## config.mk

```make
export PLATFORM = sky130hd
export DESIGN_NAME = ncst_ram
export DESIGN_NICKNAME = d
export VERILOG_FILES = /design/src/hdl/ncst_ram.sv
export SDC_FILE = /design/constraint.sdc
export NUM_CORES = 1
export LEC_CHECK = 0
export BUFFER_PORTS_ARGS = -buffer_cell sky130_fd_sc_hd__buf_2
export CORE_MARGIN = 5
export CORE_UTILIZATION = 45
export CTS_BUF_LIST = sky130_fd_sc_hd__clkbuf_4 sky130_fd_sc_hd__clkbuf_8 sky130_fd_sc_hd__clkbuf_16
export DETAILED_ROUTE_END_ITERATION = 10
export GPL_TIMING_DRIVEN = 1
export PLACE_DENSITY = 0.71
export SLEW_MARGIN = 20
export SYNTH_ARGS = -nofsm -noshare
export SYNTH_HDL_FRONTEND = slang
export SYNTH_SLANG_ARGS = --single-unit
export TNS_END_PERCENT = 1
```

## constraint.sdc

```tcl
create_clock -name clk -period 1.4 [get_ports clk]
set_input_delay 0.07 -clock clk [delete_from_list [all_inputs] [get_ports clk]]
set_output_delay 0.07 -clock clk [all_outputs]
set_load 0.05 [all_outputs]
```

## src/hdl/ncst_ram.sv

```systemverilog
// Generic single-clock RAM: one write port, one read port with registered data.
// Used for the name and count stores. Depends on nothing.
module ncst_ram #(
	parameter int WIDTH = 8,
	parameter int DEPTH = 16,
	localparam int AW = (DEPTH > 1) ? $clog2(DEPTH) : 1
) (
	input  logic             clk,
	input  logic             we,
	input  logic [AW-1:0]    waddr,
	input  logic [WIDTH-1:0] wdata,
	input  logic [AW-1:0]    raddr,
	output logic [WIDTH-1:0] rdata
);

	logic [WIDTH-1:0] mem [DEPTH];

	always_ff @(posedge clk) begin
		if (we) begin
			mem[waddr] <= wdata;
		end
		rdata <= mem[raddr];
	end

endmodule

```

Word-level counts from Yosys, hierarchy flattened
Memory sizes are Yosys's and may differ from the RTL's. A register that Yosys moved wholly into a read port is not among the register bits.
Index checks and enable logic that the tools add are counted.
{ "word_totals": {"ff_bits": 0, "latchBits": 0, "ramBits": 128, "rom_bits": 0, "input_bits": 18, "elab_cells": 3, "n_memories": 1} }
{ "classes": {"addsub": 0, "mul": 0, "n_div": 0, "n_lt_le_gt_ge": 0, "eq_ne": 0, "n_shift": 0, "n_mux": 2, "bitwise": 0, "reduce_logical": 0} }
{ "memory_table": {"columns": ["name", "words", "width", "rd", "rd_clocked_by_memory_dff", "wr", "line_no", "rtl"], "rows": [
  ["mem", 16, 8, 1, 1, 1, "16", "logic [WIDTH-1:0] mem [DEPTH];"]
]} }
{ "op_table": {"columns": ["op", "count"], "rows": [
  ["2-to-1 mux 1 bit", 2]
]} }

Logic depth before layout (Yosys ltp)
{ "depth": {"depth_word": 2, "depth_mapped": 5} }

Least setup slack after synthesis
No wires, ideal clock.
{ "synth_path": {"kind": "input port to flip-flop", "startpoint": "input port waddr[2]", "endpoint": "memory mem[0][0] (enable)", "arrival_ns": 1.180, "setup_slack_ns": -0.163, "path_stages": 2, "n_path_buf": 0, "path_cell_list": "or3b_2 > nor3_1"} }
{ "synth_rtl": {"columns": ["element", "line_no", "rtl"], "rows": [
  ["start: declaration", "10", "input logic [AW-1:0] waddr,"],
  ["end: declaration", "16", null]
]} }
Straight into the memory's write port.

==> flow_summary.ini <==
[status]
outcome = finished, final reports clean

[placed_design]
portBuffers = 25
gp_congestion = 0.732
place_inst = 413
dp_hpwl_um = 6520
dp_slack_ns = -0.121
placed_cell_area_mm2 = 0.00560

[timing]
max_freq_mhz = 735
rsz0062_at_grt = no
tightest_slew_ns = 0.819
finalCritPeriodShare = 0.972
finalCriticalPeriod_ns = 1.36
setup_viol = 0
fin_ws_ns = 0.0394
slew_viol_final = 0
timing.hold.ws_ns = 0.0376
hold_viol_final = 0
max_slew_margin = 0.452
skew_ns = 0.00809

[critical_path]
reg2regPathDepth = 3
worstSetupPathType = reg2reg
path_cells = mux4_1 -> a22oi_1 -> nand2_1
crit_required_ns = 1.70
startpoint_type = flop
cp-end-kind = flop
r2r_slack_ns = 0.04
slowest_stage = mux4_1
slowest_delay_ns = 0.54
cp.arrival_ns = 1.66
r2r-start = mem[11][4]
r2r_end = rdata[4]
worstPathMaxFanout = 1

[logic_synthesis]
synthesis.area_mm2 = 0.00515
synth_seq_cells = 136
synth.avg_cell_area_um2 = 22.5
syn_inst = 229
yosysSeqAreaShare = 0.778
yosysUniqueCellTypes = 19
yosys_warnings = 0
synth_nets = 247

[cells_and_area]
layout_common_cells = edfxtp_1, buf_2, buf_4
layoutNonFillerInstCount = 445
drive_gt1_frac = 0.354
final_common_cell = edfxtp_1
nFillCells = 872
area_growth_pct = 20.5
nets = 307
final_util = 0.548
n_antenna_cell = 0
postLayoutCellArea_mm2 = 0.00620

[die]
io_pins = 26
dieHeight_um = 117
start_util = 0.455
die_w_um = 117
die_area_mm2 = 0.0137
placementRows = 39
core_area_mm2 = 0.0113

[job]
drv_cap = 0

[routing]
via_per_inst = 5.52
drc = 0
post_drt_wl_per_cell_um = 22.6
totalWireLength_um = 10000
firstDrtPassIters = 4
dr_total_vias = 2455
drt_iter0_drc = 198
antenna_left = 0

[clock_network]
root_buffer = clkbuf_16
htree_levels = 4
clock_sinks = 136
insertion_delay_ns = 0.42
cts-hold-fix-buffers = 0
post_cts_buffers = 0
cts_tree = built
cts.clk_slew.worst_paths_ns = 0.06
cts_buffers = 17
clock_path_buffers = 2

[global_routing]
grt_usage = 0.161
grt_max_degree = 19
grt_antenna_before_repair = 0
grt_pass1_wl_um = 15300
grt_pass1_vias = 2570
overflow = 0

[worst_hold_path]
holdPathEnd = mem[5][2]
hp-class = in2reg
hp-start = wdata[2]
min_path_cells = 1

[power_and_ir_drop]
leakage_uw = 0.00213
p_sw_frac = 0.217
p_int_uw = 7370
p_per_area_mw_per_mm2 = 1520
seqPwrFrac = 0.486
combPwrFrac = 0.057
clkPwrFrac = 0.457
p_sw_uw = 2040
peakVddDrop_uv = 712
==> cell usage after synthesis (all sizes together) <==
| cell type | number | area, um^2 |
|---|---|---|
| and2 | 1 | 6.26 |
| nand3b | 2 | 15.0 |
| nor2 | 13 | 48.8 |
| buf | 7 | 56.3 |
| nand2 | 9 | 33.8 |
| nand3 | 1 | 5.00 |
| or3b | 1 | 8.76 |
| nand2b | 2 | 12.5 |
| dfxtp | 8 | 160 |
| clkdlybuf4s25 | 3 | 30.0 |
| a22oi | 16 | 120 |
| nor3 | 4 | 20.0 |
| mux4 | 32 | 773 |
| and2b | 1 | 7.51 |
| nor2b | 1 | 6.26 |
| edfxtp | 128 | 3840 |
==> state kept, by name, summed over array words and instances (netlist names) <==
register	count
mem	128
rdata	8
==> layer usage <==
layer | wire length, um | part of all wire | track usage | vias to the layer above
met5 | 0 | 0 | 0 | -
met4 | 148 | 0.015 | 0.0627 | 0
met1 | 4250 | 0.42 | 0.219 | 1281
li1 | - | - | - | 1094
met2 | 5090 | 0.51 | 0.252 | 66
met3 | 560 | 0.056 | 0.0432 | 14
==> power groups by stage <==
stage	Clock (uW)	Sequential (uW)	Combinational (uW)
floorplan	0	4750	231
global placement	0	4660	518
detailed placement	0	4660	534
CTS	4370	4580	536
global route	4570	4580	578
finish	4300	4580	539
==> timing repair <==
item | 4_1_cts | 5_1_grt
resized for setup | 0 | 5
setup endpoints to repair | 0 | 5
endpoints found under the hold margin | 0 | 0
==> worst max-delay path by stage <==
stage	from	slack (ns)	depth (start not counted)	endpoint
floorplan	waddr[2]	0.06	2	mem[3][0]
global placement	raddr[0]	-0.08	5	rdata[5]
detailed placement	raddr[0]	-0.12	5	rdata[5]
CTS	mem[0][5]	0.01	3	rdata[5]
global route	mem[11][4]	0.002	3	rdata[4]
finish	mem[11][4]	0.04	3	rdata[4]
==> layout make-up <==
cell class	count	area, um^2	area share
multi-input cells	83	1090	0.175
repair buffers	51	358	0.0577
well taps	143	179	0.0288
flip-flops and latches	136	4000	0.645
clock buffers	17	425	0.0686
clock inverters	15	151	0.0244
==> cells by family after synthesis <==
family	share of synthesized area
buffers and inverters	0.0168
AOI/OAI and AO/OA	0.0233
DFF	0.778
and+or+nand+nor	0.0318
muxes	0.150
==> critical path: cells and delay by family, from the launching register on <==
| kind | cells | cell delay [ns] |
|---|---|---|
| and+or+nand+nor | 1 | 0.09 |
| AOI/OAI and AO/OA | 1 | 0.21 |
| DFF | 1 | 0.39 |
| muxes | 1 | 0.54 |
==> per-stage QoR <==
stage	setup TNS, ns	total power, uW
global placement	-0.269	5170
global route	0	9730
detailed placement	-0.453	5200
floorplan	0	4980
CTS	0	9480
finish	0	9420
No activity file was read; power rests on OpenSTA's default activity.
